<file path="src/design/cti_pkg.sv">
// shared types and constants of the calibration table interpolator
`timescale 1ns / 1ps
package cti_pkg;
   localparam int TABLE_DEPTH_DEF = 64;
   localparam int SLOT_COUNT      = 64;
   localparam int KEY_W           = 32;
   localparam int VAL_W           = 16;
   localparam int CNT_W           = 7;
   localparam int SLOT_W          = 6;
   localparam int DIVIDEND_W      = 48;
   localparam int DIVISOR_W       = 32;
   localparam int QUOT_W          = 16;
   localparam int STEP_W          = 4;
   localparam logic [VAL_W-1:0]     T_FULL   = 16'hFFFF;
   localparam logic [CNT_W-1:0]     COUNT_RESET = 7'd1;

   typedef enum logic [2:0] {
      ST_IDLE, ST_SCAN, ST_PREP, ST_DECIDE, ST_RATIO, ST_MIX_A, ST_MIX_B, ST_NORM
   } state_type;

   // bracket found so far, handed from cell to cell
   typedef struct packed {
      logic                    found;
      logic signed [KEY_W-1:0] lo_key;
      logic [VAL_W-1:0]        lo_val;
      logic signed [KEY_W-1:0] hi_key;
      logic [VAL_W-1:0]        hi_val;
   } token_type;

   // entry write broadcast to all cells
   typedef struct packed {
      logic                    write;
      logic [SLOT_W-1:0]       slot;
      logic signed [KEY_W-1:0] key;
      logic [VAL_W-1:0]        first;
      logic [VAL_W-1:0]        second;
   } load_type;

   // lookup context broadcast to all cells
   typedef struct packed {
      logic                    channel;
      logic signed [KEY_W-1:0] query;
      logic [CNT_W-1:0]        count;
   } scan_type;
endpackage

</file>
<file path="src/design/cti_div.sv">
// restoring divider, one quotient bit per cycle, 16-bit quotient
`timescale 1ns / 1ps
module cti_div (
   input  logic                            clock,
   input  logic                            reset,
   input  logic                            go,
   input  logic [cti_pkg::DIVIDEND_W-1:0]  dividend,
   input  logic [cti_pkg::DIVISOR_W-1:0]   divisor,
   output logic                            done,
   output logic [cti_pkg::QUOT_W-1:0]      quotient
);
   logic [cti_pkg::DIVISOR_W-1:0] rem_ff;
   logic [cti_pkg::QUOT_W-1:0]    low_ff;
   logic [cti_pkg::QUOT_W-1:0]    quo_ff;
   logic [cti_pkg::DIVISOR_W-1:0] dsr_ff;
   logic [cti_pkg::STEP_W-1:0]    cnt_ff;
   logic                          run_ff;
   logic                          done_ff;
   logic [cti_pkg::DIVISOR_W:0]   trial;
   logic [cti_pkg::DIVISOR_W:0]   diff;
   logic                          ge;

   // trial subtract of the next bit
   always_comb begin
      trial = {rem_ff, low_ff[cti_pkg::QUOT_W-1]};
      diff  = trial - {1'b0, dsr_ff};
      ge    = (trial >= {1'b0, dsr_ff});
   end

   // datapath
   always_ff @(posedge clock) begin
      if (go) begin
         rem_ff <= dividend[cti_pkg::DIVIDEND_W-1:cti_pkg::QUOT_W];
         low_ff <= dividend[cti_pkg::QUOT_W-1:0];
         dsr_ff <= divisor;
      end else if (run_ff) begin
         rem_ff <= ge ? diff[cti_pkg::DIVISOR_W-1:0] : trial[cti_pkg::DIVISOR_W-1:0];
         low_ff <= {low_ff[cti_pkg::QUOT_W-2:0], 1'b0};
         quo_ff <= {quo_ff[cti_pkg::QUOT_W-2:0], ge};
      end
   end

   // step control
   always_ff @(posedge clock) begin
      if (reset) begin
         run_ff  <= 1'b0;
         done_ff <= 1'b0;
         cnt_ff  <= '0;
      end else begin
         done_ff <= 1'b0;
         if (go) begin
            run_ff <= 1'b1;
            cnt_ff <= '0;
         end else if (run_ff) begin
            cnt_ff <= cnt_ff + 1'b1;
            if (cnt_ff == {cti_pkg::STEP_W{1'b1}}) begin
               run_ff  <= 1'b0;
               done_ff <= 1'b1;
            end
         end
      end
   end

   assign done     = done_ff;
   assign quotient = quo_ff;
endmodule

</file>
<file path="config.mk">
export PLATFORM = sky130hd
export DESIGN_NAME = cti_div
export DESIGN_NICKNAME = d
export VERILOG_FILES = /design/src/design/cti_pkg.sv /design/src/design/cti_div.sv
export SDC_FILE = /design/constraint.sdc
export NUM_CORES = 1
export LEC_CHECK = 0
export ABC_AREA = 1
export BUFFER_PORTS_ARGS = -buffer_cell sky130_fd_sc_hd__buf_2
export CAP_MARGIN = 5
export CORE_ASPECT_RATIO = 1.75
export CORE_MARGIN = 2
export CORE_UTILIZATION = 30
export CTS_CLUSTER_DIAMETER = 30
export DETAILED_ROUTE_END_ITERATION = 12
export SLEW_MARGIN = 20
export SYNTH_ARGS = -nofsm -noshare
export SYNTH_HDL_FRONTEND = slang
export SYNTH_SLANG_ARGS = --single-unit
export TNS_END_PERCENT = 1
</file>
<file path="constraint.sdc">
create_clock -name clock -period 5.8 [get_ports clock]
set_clock_uncertainty 0.05 [all_clocks]
set_input_delay 0.58 -clock clock [delete_from_list [all_inputs] [get_ports clock]]
set_output_delay 0.58 -clock clock [all_outputs]
set_load 0.005 [all_outputs]
</file>
## Word level (Yosys, flattened, before mapping)

Cells that the tools add are included.

| cells by class | value |
|---|---|
| multiplexer cells | 9 |
| eq/ne operators | 1 |
| magnitude comparators | 1 |
| bitwise logic cells | 2 |
| add/subtract/negate cells | 2 |
| reduce and logical (&&, ||, !) cells | 4 |

Operator list:

| kind | count |
|---|---|
| two-way mux 32 bit | 3 |
| greater-or-equal comparator 33 x 32 -> 1 bit | 1 |
| two-way mux 16 bit | 2 |
| subtractor 32 bit | 1 |
| adder 4 x 1 -> 4 bit, second input constant | 1 |
| == test 4 bit, second input constant | 1 |
| two-way mux 1 bit | 4 |
| OR reduction 3 bit | 1 |
| inverter 1 bit | 2 |
| AND reduction 2 bit | 1 |
| nonzero test 2 bit | 1 |
| OR reduction 2 bit | 1 |

| storage, ports and cells | value |
|---|---|
| output and inout bits | 17 |
| flip-flop bits (word level) | 102 |
| word-level logic and storage cells | 26 |

## Longest topological paths before layout

| depth | value |
|---|---|
| depth in word-level cells | 4 |
| gate-level depth with buffers | 17 |

## Least setup slack after synthesis

OpenSTA, ideal clock, no wires.

| path | value |
|---|---|
| kind | in2reg |
| start | in go |
| end | reg low_ff[0] in the netlist's numbering (enable) |
| arrival time | 2.254 ns |
| library setup time | 0.584 ns |
| stages on the path | 5 |
| required time | 5.166 ns |
| slack | 2.912 ns |
| cells stage by stage | clkbuf_1 inv_1 clkbuf_1 buf_1 nand2_1 |

| between the ends | value |
|---|---|
| longest elaborated chain between the ends | 1 |

Ends and longest elaborated chain:

| element | RTL line | source |
|---|---|---|
| start: declaration | cti_div.sv:6 | `input logic go,` |
| nonzero test 2 bit (no line) | - |  |
| end signal: assignment | cti_div.sv:34 | `low_ff <= dividend[cti_pkg::QUOT_W-1:0];` |
| end signal: assignment | cti_div.sv:38 | `low_ff <= {low_ff[cti_pkg::QUOT_W-2:0], 1'b0};` |
| end: declaration | cti_div.sv:13 | `logic [cti_pkg::QUOT_W-1:0] low_ff;` |

No other way between the ends.
A chain may end at the register's enable or synchronous reset.

## Worst setup path in the final report

| path | value |
|---|---|
| start | reg rem_ff[23] in the netlist's numbering |
| end | reg rem_ff[12] in the netlist's numbering, data pin |

| between the ends | value |
|---|---|
| longest elaborated chain between the ends | 4 |

Ends and longest elaborated chain:

| element | RTL line | source |
|---|---|---|
| start: declaration | cti_div.sv:12 | `logic [cti_pkg::DIVISOR_W-1:0] rem_ff;` |
| start signal: assignment | cti_div.sv:33 | `rem_ff <= dividend[cti_pkg::DIVIDEND_W-1:cti_pkg::QUOT_W];` |
| start signal: assignment | cti_div.sv:37 | `rem_ff <= ge ? diff[cti_pkg::DIVISOR_W-1:0] : trial[cti_pkg::DIVISOR_W-1:0];` |
| greater-or-equal comparator 33 x 32 -> 1 bit | cti_div.sv:27 | `ge = (trial >= {1'b0, dsr_ff});` |
| two-way mux 32 bit | cti_div.sv:37 |  |
| two-way mux 32 bit | cti_div.sv:36 | `end else if (run_ff) begin` |
| two-way mux 32 bit | cti_div.sv:32 | `if (go) begin` |

No other way between the ends. The select of a mux whose other input is x is not followed.

==> implementation parameters <==
Parameter                              Value

Critical path
  Most Frequent Cell on Critical Path ... sky130_fd_sc_hd__nand2_1
  Highest net fanout along the worst path ... 33
  Longest individual stage delay on the worst path ... 0.41 ns
  Slowest library cell on the worst path ... sky130_fd_sc_hd__ha_1
  Reg2reg start ... rem_ff[23]$_DFFE_PP_
  Largest delay share family, worst path ... simple AND/OR/NAND/NOR gates
  Startpoint class of the critical path ... register
  Arrival time of data at the critical path endpoint ... 3.04 ns
  Cell count of the worst reg-to-reg path ... 13
  Data required time at the worst endpoint ... 5.87 ns
  Count of buffering cells on the critical path with inverters included ... 1
  Type of element capturing the critical path ... register
  Critical path start-end classification ... register to register
  R2r endpoint ... rem_ff[12]$_DFFE_PP_
  Flop2flop setup slack ... 2.83 ns
  Sequence of cells on the critical path ... ha_1 -> nand2_1 -> nor2_1 -> nand3_1 -> nor2_1 -> nand2_1 -> nand2_2 -> nor2_4 -> buf_4 -> nand2_4 -> nand2_1 -> nand3_1 -> nand2_1

Die
  Die area ... 24200 sq um
  Die span in y ... 204.3 microns
  Horiz. Die Dim ... 118.4 microns
  Ports placed on the boundary ... 100
  Effective utilization at floorplan ... 30.36%
  Placement row count ... 73
  Std-Cell Core Area ... 22650 sq um

Place
  Buffers on Ports ... 99
  Placed insts ... 1308
  RD Place Congestion ... 0.9182
  HPWL after detailed placement ... 14880 microns

Detailed routing
  Final wirelength ... 18850 microns
  Number of vias in the routed layout ... 5834
  First-pass iteration count of the detailed router ... 7
  Post-detailed-route DRC marker count ... 0
  DR iter-0 viols ... 269
  Detailed-route wire length per cell ... 14.23 microns
  Post-detailed-route count of antenna-violating nets ... 0
  Vias per Instance ... 4.403

Layout
  Layout Nets ... 1136
  Area growth from synthesis to final layout ... 16.07%
  Share of final-layout standard cells stronger than drive strength 1 ... 14.26%
  Top library cells by usage in the layout, fill and taps aside ... 379 x sky130_fd_sc_hd__nand2_1, 161 x sky130_fd_sc_hd__inv_1, 99 x sky130_fd_sc_hd__buf_2
  Final-layout fill cell count ... 2548
  Final instance count without filler cells ... 1325
  Most frequent standard cell in the layout excluding fill and tap cells ... sky130_fd_sc_hd__nand2_1

CTS
  Number of setup buffers added after CTS ... 0
  Clock insertion delay at the later pin of the skew report ... 0.37 ns
  Sink count of the clock tree ... 102
  TritonCTS buffer count ... 9
  Number of gates resized after CTS ... 0
  Cell at the root of the clock tree ... sky130_fd_sc_hd__clkbuf_16
  Number of hold buffers added after CTS ... 0
  Clock H-tree levels ... 3
  Clk pin slew, worst setup/hold paths ... 0.07 ns
  Deepest clock path buffer count ... 2
  TritonCTS clock tree ... done

STA
  Final count of hold timing violations ... 0
  Achievable clock frequency ... 0.3373 GHz
  Period minus WS final ... 2.965 ns
  Remaining max-slew budget at the tightest pin ... 63.66%
  Least-Margin Pin Slew ... 0.5451 ns
  Unrepaired setup endpoints after global routing ... false
  TNS Setup ... 0 ns
  Final Setup Violations ... 0
  Final period utilization ... 51.12%
  Final Max Slew Viols ... 0

Logic synthesis
  Post-Synthesis Cell Area ... 6877 sq um
  Syn nets ... 1041
  Share of synthesized area occupied by flip-flops and latches ... 43.67%
  Mean area per synthesized cell ... 7.442 sq um
  Yosys Warn Count ... 0
  Yosys cell types ... 33
  Number of instances in the synthesized netlist ... 924
  Total of flip-flops plus latches after synthesis ... 102

Hold path
  Worst Hold Class ... input pin to register
  Worst hold start ... divisor[18]
  Worst Hold Path EP ... dsr_ff[18]$_DFFE_PP_
  Cell depth of the worst hold path ... 1

GRT
  Antenna violations before repair ... 1
  Global-route wire length before repair ... 30040 microns
  Largest net degree at the start of global routing ... 49
  Total GRT Usage ... 16.11%
  Overflow after GRT ... 0
  Via count of the first global-routing pass ... 5997

Pwr
  Static leakage power ... 4.132 nW
  Power per cell area ... 335.5 nW/um^2
  Worst vdd ir ... 0.1344 mV

Job
  Max-cap viol count ... 0

Run status
  Result of the run ... completed
state kept, by name (all words and copies together) (netlist names):
signal and count:
cnt_ff 4, quotient 16, run_ff 1, rem_ff 32
done 1, dsr_ff 32, low_ff 16
worst reg2reg max path: stages, from the launching register on:
cell                       delay [ns]
sky130_fd_sc_hd__edfxtp_1        0.40
sky130_fd_sc_hd__ha_1            0.42
sky130_fd_sc_hd__nand2_1         0.12
sky130_fd_sc_hd__nor2_1          0.26
sky130_fd_sc_hd__nand3_1         0.11
sky130_fd_sc_hd__nor2_1          0.17
sky130_fd_sc_hd__nand2_1         0.09
sky130_fd_sc_hd__nand2_2         0.08
sky130_fd_sc_hd__nor2_4          0.03
sky130_fd_sc_hd__buf_4           0.26
sky130_fd_sc_hd__nand2_4         0.42
sky130_fd_sc_hd__nand2_1         0.12
sky130_fd_sc_hd__nand3_1         0.14
sky130_fd_sc_hd__nand2_1         0.06
through the flow:
stage | worst slack (ns) | util, % | power [mW] | hold slack (ns) | cell area, sq um
2_1_floorplan | 2.912 | - | 1.778 | 0.3886 | 6877
3_3_place_gp | 2.847 | 33.86 | 2.060 | 0.3753 | 7670
3_5_place_dp | 2.826 | 33.86 | 2.066 | 0.3811 | 7670
4_1_cts | 2.815 | 35.22 | 2.717 | 0.3138 | 7979
5_1_grt | 2.622 | 35.24 | 2.886 | 0.3195 | 7981
6_report | 2.835 | 35.24 | 2.678 | 0.3358 | 7981
how the worst max path moves through the flow:
| stage | from | to | slack (ns) | cells after the start |
|---|---|---|---|---|
| after detailed placement | rem_ff[7]$_DFFE_PP_ | rem_ff[12]$_DFFE_PP_ | 2.83 | 12 |
| after global routing | rem_ff[7]$_DFFE_PP_ | rem_ff[12]$_DFFE_PP_ | 2.62 | 12 |
| after floorplan | go | low_ff[0]$_SDFFCE_PN0P_ | 2.91 | 5 |
| after global placement | rem_ff[7]$_DFFE_PP_ | rem_ff[12]$_DFFE_PP_ | 2.85 | 12 |
| after CTS | rem_ff[7]$_DFFE_PP_ | rem_ff[12]$_DFFE_PP_ | 2.82 | 12 |
| final | rem_ff[23]$_DFFE_PP_ | rem_ff[12]$_DFFE_PP_ | 2.83 | 13 |
final cells by class:
type | count | area, sq um | area share (%)
inverter | 165 | 619.3 | 7.760
multi-input combinational | 636 | 3132 | 39.24
clock inverter | 6 | 80.08 | 1.003
tap | 300 | 375.4 | 4.703
sequential | 102 | 3003 | 37.62
antenna | 1 | 2.502 | 0.03135
timing repair buffer | 105 | 540.5 | 6.772
clock buffer | 10 | 229.0 | 2.869
synth_stat cells, drive strengths merged:
library cell | instances | area (sq um)
a21oi | 21 | 112.6
and2 | 2 | 12.51
buf | 12 | 91.33
clkbuf | 9 | 33.78
clkinv | 1 | 3.750
dfxtp | 6 | 120.1
edfxtp | 96 | 2883
fa | 1 | 20.02
ha | 33 | 412.9
inv | 164 | 615.6
nand2 | 387 | 1480
nand3 | 73 | 390.4
nand3b | 26 | 195.2
nand4 | 11 | 68.82
nor2 | 53 | 219.0
nor3 | 4 | 25.02
nor4 | 2 | 12.51
o21a | 2 | 15.01
o21ai | 4 | 20.02
o21bai | 1 | 7.510
or2 | 1 | 6.260
xnor2 | 15 | 131.4
logic make-up (layout without fill, tap and decap cells):
logic type	after synthesis	in the layout	share of synthesized area, %
and+or+nand+nor	559	559	35.04
other	0	1	0
AOI/OAI and AO/OA	28	28	2.256
xor gates and xnor gates	15	15	1.911
adders and majority gates	34	34	6.296
buffers and inverters	186	286	10.83
DFF	102	102	43.67
power breakdown:
group          internal [mW]  switching [mW]  leakage [nW]
sequential             0.919          0.0402          1.00
clock                  0.342           0.294         0.146
combinational          0.383           0.699          2.99
total                   1.64            1.03          4.13
metal layers:
layer,GRT usage (%),wire length (microns),up-vias
met1,15.23,6866,2616
met4,8.418,795,0
met2,32.43,10700,98
li1,-,-,3082
met3,2.651,489,38
met5,0,0,-
Power figures use the tool's default switching activity.
