<file path="config.mk">
export PLATFORM = sky130hd
export DESIGN_NAME = cti_cell
export DESIGN_NICKNAME = d
export VERILOG_FILES = /design/src/design/cti_pkg.sv /design/src/design/cti_cell.sv
export SDC_FILE = /design/constraint.sdc
export NUM_CORES = 1
export LEC_CHECK = 0
export BUFFER_PORTS_ARGS = -buffer_cell sky130_fd_sc_hd__buf_2
export CAP_MARGIN = 20
export CORE_ASPECT_RATIO = 0.8
export CORE_MARGIN = 5
export CORE_UTILIZATION = 35
export CTS_CLUSTER_SIZE = 20
export DETAILED_ROUTE_END_ITERATION = 10
export SYNTH_ARGS = -nofsm -noshare
export SYNTH_HDL_FRONTEND = slang
export SYNTH_SLANG_ARGS = --single-unit
</file>
<file path="constraint.sdc">
create_clock -name clock -period 28.7 [get_ports clock]
set_input_delay 5.74 -clock clock [delete_from_list [all_inputs] [get_ports clock]]
set_output_delay 5.74 -clock clock [all_outputs]
set_load 0.02 [all_outputs]
</file>
<file path="src/design/cti_pkg.sv">
// shared types and constants of the calibration table interpolator
`timescale 1ns / 1ps
package cti_pkg;
   localparam int TABLE_DEPTH_DEF = 64;
   localparam int SLOT_COUNT      = 64;
   localparam int KEY_W           = 32;
   localparam int VAL_W           = 16;
   localparam int CNT_W           = 7;
   localparam int SLOT_W          = 6;
   localparam int DIVIDEND_W      = 48;
   localparam int DIVISOR_W       = 32;
   localparam int QUOT_W          = 16;
   localparam int STEP_W          = 4;
   localparam logic [VAL_W-1:0]     T_FULL   = 16'hFFFF;
   localparam logic [CNT_W-1:0]     COUNT_RESET = 7'd1;

   typedef enum logic [2:0] {
      ST_IDLE, ST_SCAN, ST_PREP, ST_DECIDE, ST_RATIO, ST_MIX_A, ST_MIX_B, ST_NORM
   } state_type;

   // bracket found so far, handed from cell to cell
   typedef struct packed {
      logic                    found;
      logic signed [KEY_W-1:0] lo_key;
      logic [VAL_W-1:0]        lo_val;
      logic signed [KEY_W-1:0] hi_key;
      logic [VAL_W-1:0]        hi_val;
   } token_type;

   // entry write broadcast to all cells
   typedef struct packed {
      logic                    write;
      logic [SLOT_W-1:0]       slot;
      logic signed [KEY_W-1:0] key;
      logic [VAL_W-1:0]        first;
      logic [VAL_W-1:0]        second;
   } load_type;

   // lookup context broadcast to all cells
   typedef struct packed {
      logic                    channel;
      logic signed [KEY_W-1:0] query;
      logic [CNT_W-1:0]        count;
   } scan_type;
endpackage

</file>
<file path="src/design/cti_cell.sv">
// one table entry plus one stage of the bracket search
`timescale 1ns / 1ps
module cti_cell #(
   parameter int DEPTH = cti_pkg::TABLE_DEPTH_DEF,
   parameter int IDX   = 0
) (
   input  logic               clock,
   input  logic               reset,
   input  cti_pkg::load_type  load,
   input  cti_pkg::scan_type  scan,
   input  logic               tok_valid,
   input  cti_pkg::token_type tok,
   output logic               tok_valid_out,
   output cti_pkg::token_type tok_out
);
   logic signed [cti_pkg::KEY_W-1:0] key_ff;
   logic [cti_pkg::VAL_W-1:0]        first_ff;
   logic [cti_pkg::VAL_W-1:0]        second_ff;
   logic                             valid_ff;
   cti_pkg::token_type               tok_ff;
   cti_pkg::token_type               tok_in;
   logic                             hit;
   logic                             active;
   logic [cti_pkg::VAL_W-1:0]        own_val;

   // slot decode: load index wraps modulo the table depth
   always_comb begin
      hit = 1'b0;
      for (int m = 0; m < cti_pkg::SLOT_COUNT; m++) begin
         if (m * DEPTH + IDX < cti_pkg::SLOT_COUNT) begin
            hit = hit | (load.slot == cti_pkg::SLOT_W'(m * DEPTH + IDX));
         end
      end
   end

   // bracket update for this entry
   always_comb begin
      own_val = scan.channel ? second_ff : first_ff;
      active  = ({25'b0, scan.count} > 32'(IDX));
      tok_in  = tok;
      if (IDX == 0) begin
         tok_in.found  = 1'b0;
         tok_in.lo_key = key_ff;
         tok_in.lo_val = own_val;
      end
      if (active && !tok_in.found) begin
         if (key_ff <= scan.query) begin
            if (key_ff >= tok_in.lo_key) begin
               tok_in.lo_key = key_ff;
               tok_in.lo_val = own_val;
            end
         end else begin
            tok_in.found  = 1'b1;
            tok_in.hi_key = key_ff;
            tok_in.hi_val = own_val;
         end
      end
   end

   // entry storage
   always_ff @(posedge clock) begin
      if (load.write && hit) begin
         key_ff    <= load.key;
         first_ff  <= load.first;
         second_ff <= load.second;
      end
   end

   // hand the word on to the next cell
   always_ff @(posedge clock) begin
      if (reset) begin
         valid_ff <= 1'b0;
      end else begin
         valid_ff <= tok_valid;
      end
      tok_ff <= tok_in;
   end

   assign tok_valid_out = valid_ff;
   assign tok_out       = tok_ff;
endmodule

</file>
==> Word level (Yosys, flattened, before mapping) <==
Cells that the tools add are included.
{ "word_totals": {"regBits": 162, "word_cells": 17, "out_inout_bits": 98, "input_bits": 211} }
{ "op_classes": {"n_reduce_logical": 2, "muxes": 4, "magnitude_cmp": 2} }
{ "ops": {"columns": ["op", "count"], "rows": [
  ["2-to-1 mux 48 bit", 2],
  ["less-or-equal comparator 32 bit", 1],
  ["2-to-1 mux 16 bit", 1],
  ["> comparator 7 x 1 -> 1 bit, second input constant", 1],
  ["logical NOT 6 bit", 1],
  ["logical AND 1 bit", 1],
  ["2-to-1 mux 1 bit", 1]
]} }

==> Logic depth before layout (Yosys ltp) <==
Gate-level depths: netlist of run 1.
{ "logic_depth": {"ltp_word": 3, "depth_mapped": 11, "mapped_depth_nobuf": 8} }

==> Least setup slack after synthesis of run 1 <==
OpenSTA, ideal clock, no wires.
{ "synth_path": {"path_type": "input to register", "startpoint": "input load[66] in the netlist's numbering", "endpoint": "register first_ff[0] in the netlist's numbering, enable pin", "path_buffers": 0, "path_stages": 2, "setup_time_ps": 651, "slack_ps": 15576, "required_ps": 28049, "t_arrival_ps": 12473, "cell_sequence": "or4b_2 nor4_1"} }
{ "synth_via": {"elab_chain_len": 2} }
{ "synth_lines": {"columns": ["item", "line_no", "rtl"], "rows": [
  ["from (decl)", "cti_cell.sv:9", "input cti_pkg::load_type load,"],
  ["logical NOT 6 bit", "cti_cell.sv:31", "hit = hit | (load.slot == cti_pkg::SLOT_W'(m * DEPTH + IDX));"],
  ["logical AND 1 bit", "cti_cell.sv:62", "if (load.write && hit) begin"],
  ["to (signal assigned)", "cti_cell.sv:64", "first_ff <= load.first;"],
  ["to (decl)", "cti_cell.sv:17", "logic [cti_pkg::VAL_W-1:0] first_ff;"]
]} }
No other way between the ends.
A chain may end at the register's enable or synchronous reset.

==> metrics.cfg, run 1 <==
[worst_setup_path]
worstSetupEndpointType = flop
cp.required_ns = 28.96
cp_max_fo = 89
start_kind = input pin
r2r_cells = 7
cp.arrival_ns = 9.25
worstSetupPathType = in -> reg

[cts]
cts_resized = 0
cts_made_buffers = 17
holdBufCountCts = 0
cts_sinks = 162
clock-root-buffer = clkbuf_16
h-tree-depth = 4
clk_latency_ns = 0.43
post_cts_buffers = 0
cts_tree = done
clockBufferDepth = 2
clk_pin_slew_worst_paths_ns = 0.07

[logic_synthesis]
synth_top_area_share_pct = 24.56
syn_nets = 980
synth.top_cells.by_count = dfxtp_1 (98), edfxtp_1 (64), clkbuf_1 (61)
synth.lib_cells_used.distinct = 41
yosysMostFrequentCell = dfxtp_1
synth_edf_count = 64
ys.flop_type = dfxtp_1
yosysWarnings = 0
ys_top_cells_by_area = dfxtp_1 (25%), edfxtp_1 (24%), o2111ai_1 (6.6%), a41oi_1 (5.3%), ha_1 (5.0%)
ys_ff_latch = 162
synth_top_area_cell = dfxtp_1
syn_inst = 737
synth_area_mm2 = 0.007988
syn_avg_cell_area_um2 = 10.84
yosysSeqAreaShare_pct = 48.62
async_flop_share_pct = 0

[die]
die_area_mm2 = 0.02596
start_util_pct = 35.50
fp.dieH_um = 145.1
die_w_um = 178.9
rows = 49
coreArea_mm2 = 0.02250
boundaryPins = 309

[timing]
fmax_ghz = 0.1112
rsz0062_at_grt = no
whs_ns = 0.4381
slew_viol_final = 0
finalClockSkew_ns = 0.01213
setup-tns-final_ns = 0
finalCriticalPeriod_ns = 8.991
tightest_slew_ns = 1.101
setup_viol = 0
hold_viol_final = 0
max-slew-margin-rel_pct = 26.60
finalCritPeriodShare_pct = 31.33

[placed_design]
place.gp.congestion = 0.7330
dp_hpwl_um = 15530
place_inst = 1231
portBuffers = 259

[finish]
fillers = 2171
layout.nets = 1189
utilization_pct = 45.04
instances_no_fill = 1267
drive_gt1_share_pct = 36.18
synthToLayoutAreaGrowth_pct = 26.88

[pwr]
p_leak_nw = 4.075
power.total_w = 0.0005750
ir_drop_v = 0.00003879
powerDensity_mw_per_mm2 = 56.73

[route]
drcViolationCount = 0
drt_iter0_drc = 531
dr.pass1.iters = 7
ant_nets = 0
wirelength_um = 24420
drt-vias-per-instance = 5.509
vias = 6980
wl_per_cell_um = 19.27

[grt]
grt_pass1_wl_um = 37850
grt_usage_pct = 18.27
grt-ovfl-total = 0
grt_pass1_vias = 6793
antenna_found_initial = 4
grt_max_degree = 109

[status]
outcome = finished clean

[worst_hold_path]
hold_class = reg -> reg
whs_path_depth = 0

[flow_run]
drv_cap = 0

-- placed cells by master (no fill, tap or decap), drive strengths merged, types with 31 or more instances in the layout --
cell type and instances:
o2111ai 80, inv 33, nand2b 48, a22oi 49, buf 269, edfxtp 64, nand4b 31, nand2 56
ha 32, dfxtp 98, a41oi 48
-- worst max-delay path: stages --
cell and delay [ns]:
buf_2 0.08, inv_1 0.05, ha_4 0.76, nand4_2 0.32
or4_2 0.77, buf_4 0.39, o21a_2 0.66, nand4b_1 0.26
o2111ai_1 0.16
-- sequential cells by signal (all words and copies together), names as in the netlist --
signal	cells
tok_out	97
key_ff	32
first_ff	16
second_ff	16
tok_valid_out	1
-- stage by stage --
step	worst slack, ns	cell area, µm²
6_report	19.71	10130
2_1_floorplan	15.58	7988
3_5_place_dp	19.26	9478
3_3_place_gp	19.33	9478
5_1_grt	19.54	10130
4_1_cts	19.75	10110
-- kinds of logic after synthesis --
group                    Yosys count  synth area share [%]
AO/OA/AOI/OAI                    221                 24.04
AND/OR/NAND/NOR                  193                 14.36
flip-flops                       162                 48.62
buffers and inverters            113                 5.702
adder cells (fa/ha/maj)           32                 5.012
multiplexers                      16                 2.256
-- layer usage --
layer / up-vias / part of all wire (%) / GRT usage (%)
li1: 3340 / - / -
met1: 3297 / 45 / 25.54
met5: - / 0.094 / 0
met3: 42 / 9.7 / 6.112
met2: 295 / 43 / 26.40
met4: 6 / 2.1 / 6.291
-- power breakdown --
part / leakage (nW) / total [W] / switching [W] / internal [W]
clock network: 0.315 / 0.000250 / 0.0000935 / 0.000156
registers: 1.40 / 0.000251 / 0.00000278 / 0.000248
logic: 2.36 / 0.0000743 / 0.0000427 / 0.0000316
-- path summary, 6_finish.rpt --
kind | end | slack, ns | from
hold / removal | tok_out[81]$_DFF_P_ | 0.44 | key_ff[17]$_DFFE_PP_
setup / recovery | tok_out[37]$_DFF_P_ | 19.71 | scan[38]
hold reg to reg | tok_out[81]$_DFF_P_ | 0.44 | key_ff[17]$_DFFE_PP_
setup reg to reg | tok_out[37]$_DFF_P_ | 24.60 | key_ff[31]$_DFFE_PP_
-- cell type report --
| cell class | instances | area, µm² | area share [%] |
|---|---|---|---|
| Multi-Input combinational cell | 462 | 3724 | 36.74 |
| Timing Repair Buffer | 270 | 1381 | 13.63 |
| Antenna cell | 2 | 5.005 | 0.04938 |
| Inverter | 33 | 123.9 | 1.222 |
| Clock inverter | 11 | 183.9 | 1.815 |
| Tap cell | 306 | 382.9 | 3.778 |
| Clock buffer | 21 | 450.4 | 4.444 |
| Sequential cell | 162 | 3884 | 38.32 |
No activity file was read; power rests on OpenSTA's default activity.
==> run 2: changes to the inputs <==
==> constraint.sdc (replaced) <==
create_clock -name clock -period 8.2 [get_ports clock]
set_input_delay 1.64 -clock clock [delete_from_list [all_inputs] [get_ports clock]]
set_output_delay 1.64 -clock clock [all_outputs]
set_load 0.02 [all_outputs]
==> run 2 against run 1 <==
Effect of this change:
- worst setup slack got worse by 16 ns
- sequential power increased to 3.5 times the previous value
- via count increased by 0.40%
- power rose to 3.4 times the previous value
- critical path depth rose by 2
- global-route usage increased by 0.13 points
- non-clock buffer count increased by 2
- sequential cell count did not move
- design area about the same
- hold slack improved by 0.0025 ns
==> metrics.cfg, run 2 (synthesis results as in run 1) <==
[status]
outcome = finished clean  ; unchanged

[pwr]
netSwitchingFraction_pct = 24.44  ; was 24.18%
seq_power_share_pct = 44.4  ; was 43.7%
power_frac_comb_pct = 13.3  ; was 12.9%
ir_drop_v = 0.0001628  ; was 0.00003879 V
p_int_w = 0.001496  ; was 0.0004360 W
power.total_w = 0.001979  ; was 0.0005750 W
p_sw_w = 0.0004836  ; was 0.0001390 W
p_leak_nw = 4.060  ; was 4.075 nW
powerDensity_mw_per_mm2 = 195.2  ; was 56.73 mW/mm²
pwr-share-clk_pct = 42.3  ; was 43.4%

[worst_setup_path]
slowest_delay_ns = 0.78  ; was 0.77 ns
cp.arrival_ns = 5.11  ; was 9.25 ns
r2r_setup_slack_ns = 4.19  ; was 24.60 ns
r2r_cells = 9  ; was 7
worstSetupPathType = in -> reg  ; unchanged
timing.rr.end = tok_out[11]$_DFF_P_  ; was tok_out[37]$_DFF_P_
path_cells = buf_2 > inv_1 > ha_4 > nand4_2 > or4_2 > buf_4 > o21a_2 > buf_12 > nand3b_1 > o22a_1 > nand3_1  ; was buf_2 > inv_1 > ha_4 > nand4_2 > or4_2 > buf_4 > o21a_2 > nand4b_1 > o2111ai_1
crit_path_top_delay_cell = ha_4  ; was or4_2
cp.required_ns = 8.49  ; was 28.96 ns
path_buf_inv = 4  ; was 3
start_kind = input pin  ; unchanged
crit_family = simple AND/OR/NAND/NOR gates  ; unchanged
rr_startpoint = key_ff[31]$_DFFE_PP_  ; unchanged
worstSetupEndpointType = flop  ; unchanged
cp_max_fo = 83  ; was 89

[route]
ant_nets = 0  ; unchanged
wirelength_um = 24720  ; was 24420 µm
drt_iter0_drc = 483  ; was 531
wl_per_cell_um = 19.51  ; was 19.27 µm
drt-vias-per-instance = 5.531  ; was 5.509
vias = 7008  ; was 6980
dr.pass1.iters = 5  ; was 7
drcViolationCount = 0  ; unchanged

[cts]
clk_pin_slew_worst_paths_ns = 0.07  ; about the same
cts_tree = done  ; unchanged
clk_latency_ns = 0.43  ; about the same
h-tree-depth = 4  ; unchanged
cts_sinks = 162  ; unchanged
cts_resized = 0  ; unchanged
holdBufCountCts = 0  ; unchanged
post_cts_buffers = 0  ; unchanged
clock-root-buffer = clkbuf_16  ; unchanged
clockBufferDepth = 2  ; unchanged
cts_made_buffers = 17  ; unchanged

[timing]
hold_viol_final = 0  ; unchanged
setup-tns-final_ns = 0  ; unchanged
fmax_ghz = 0.2073
slew_viol_final = 0  ; unchanged
finalClockSkew_ns = 0.01535  ; was 0.01213 ns
finalCritPeriodShare_pct = 58.83
tightest_slew_ns = 1.036  ; was 1.101 ns
setup_viol = 0  ; unchanged
max-slew-margin-rel_pct = 30.94  ; was 26.60%
rsz0062_at_grt = no  ; unchanged
finalCriticalPeriod_ns = 4.824

[die]
boundaryPins = 309  ; unchanged
fp.dieH_um = 145.1  ; unchanged
die_w_um = 178.9  ; unchanged
rows = 49  ; unchanged
die_area_mm2 = 0.02596  ; unchanged
start_util_pct = 35.50  ; unchanged
coreArea_mm2 = 0.02250  ; unchanged

[grt]
grt_max_degree = 115  ; was 109
grt_usage_pct = 18.40  ; was 18.27%
antenna_found_initial = 3  ; was 4
grt_pass1_vias = 6876  ; was 6793
grt-ovfl-total = 0  ; unchanged
grt_pass1_wl_um = 38340  ; was 37850 µm

[finish]
drive_gt1_share_pct = 36.32  ; was 36.18%
layout.nets = 1191  ; was 1189
synthToLayoutAreaGrowth_pct = 26.91  ; was 26.88%
final_common_cell = buf_2  ; unchanged
utilization_pct = 45.05  ; was 45.04%
mostFrequentLayoutCells = buf_2 (260), dfxtp_1 (98), edfxtp_1 (64)  ; unchanged
num_antenna_cells = 0  ; was 2
largest_register_ffs = 97  ; unchanged
fillers = 2138  ; was 2171

[placed_design]
portBuffers = 259  ; unchanged
place.gp.congestion = 0.7769  ; was 0.7330
dp_hpwl_um = 15880  ; was 15530 µm

[worst_hold_path]
whs_path_depth = 0  ; unchanged
hold_end = tok_out[83]$_DFF_P_  ; was tok_out[81]$_DFF_P_
hold_class = reg -> reg  ; unchanged
hp-start = key_ff[19]$_DFFE_PP_  ; was key_ff[17]$_DFFE_PP_

[flow_run]
drv_cap = 0  ; unchanged

run 2: how the worst max path moves through the flow:
stage	from	end	slack, ns	cells past startpoint
6_report	scan[38]	tok_out[11]$_DFF_P_	3.38	11
5_1_grt	scan[38]	tok_out[11]$_DFF_P_	3.18	11
4_1_cts	scan[38]	tok_out[2]$_DFF_P_	3.30	10
3_5_place_dp	scan[38]	tok_out[2]$_DFF_P_	2.87	10
3_3_place_gp	scan[38]	tok_out[11]$_DFF_P_	2.90	10
2_1_floorplan	load[66]	first_ff[0]$_DFFE_PP_	1.88	2
run 2: cell type report:
| class | instances | area [µm²] | area share [%] |
|---|---|---|---|
| clock buffer | 21 | 450.4 | 4.443 |
| clock inverter | 11 | 160.2 | 1.580 |
| inverter | 33 | 123.9 | 1.222 |
| multi-input combinational | 462 | 3732 | 36.82 |
| sequential | 162 | 3884 | 38.31 |
| tap | 306 | 382.9 | 3.777 |
| timing repair buffer | 272 | 1404 | 13.85 |
run 2: metrics by stage:
| step | setup slack (ns) | hold WS, ns | instance area [µm²] | cells |
|---|---|---|---|---|
| after floorplan | 1.884 | 0.3701 | 7994 | 737 |
| after global placement | 2.896 | 0.4177 | 9502 | 1233 |
| after detailed placement | 2.867 | 0.4244 | 9502 | 1233 |
| after CTS | 3.299 | 0.4406 | 10110 | 1265 |
| after global routing | 3.183 | 0.4585 | 10140 | 1267 |
| final | 3.376 | 0.4406 | 10140 | 1267 |
run 2: layer usage:
metal / GRT usage [%] / share of wire, % / vias to the layer above
li1: - / - / 3352
met1: 25.68 / 46 / 3334
met4: 4.296 / 1.0 / 6
met5: 0 / 0.17 / -
met2: 27.61 / 44 / 291
met3: 6.164 / 9.3 / 25
run 2: power by group through the flow:
stage                     Sequential (W)  Combinational, W  Clock [W]
final                           0.000878          0.000263   0.000838
after global routing            0.000881          0.000287   0.000890
after CTS                       0.000879          0.000264   0.000853
after detailed placement        0.000896          0.000262          0
after global placement          0.000897          0.000259          0
after floorplan                 0.000934          0.000118          0
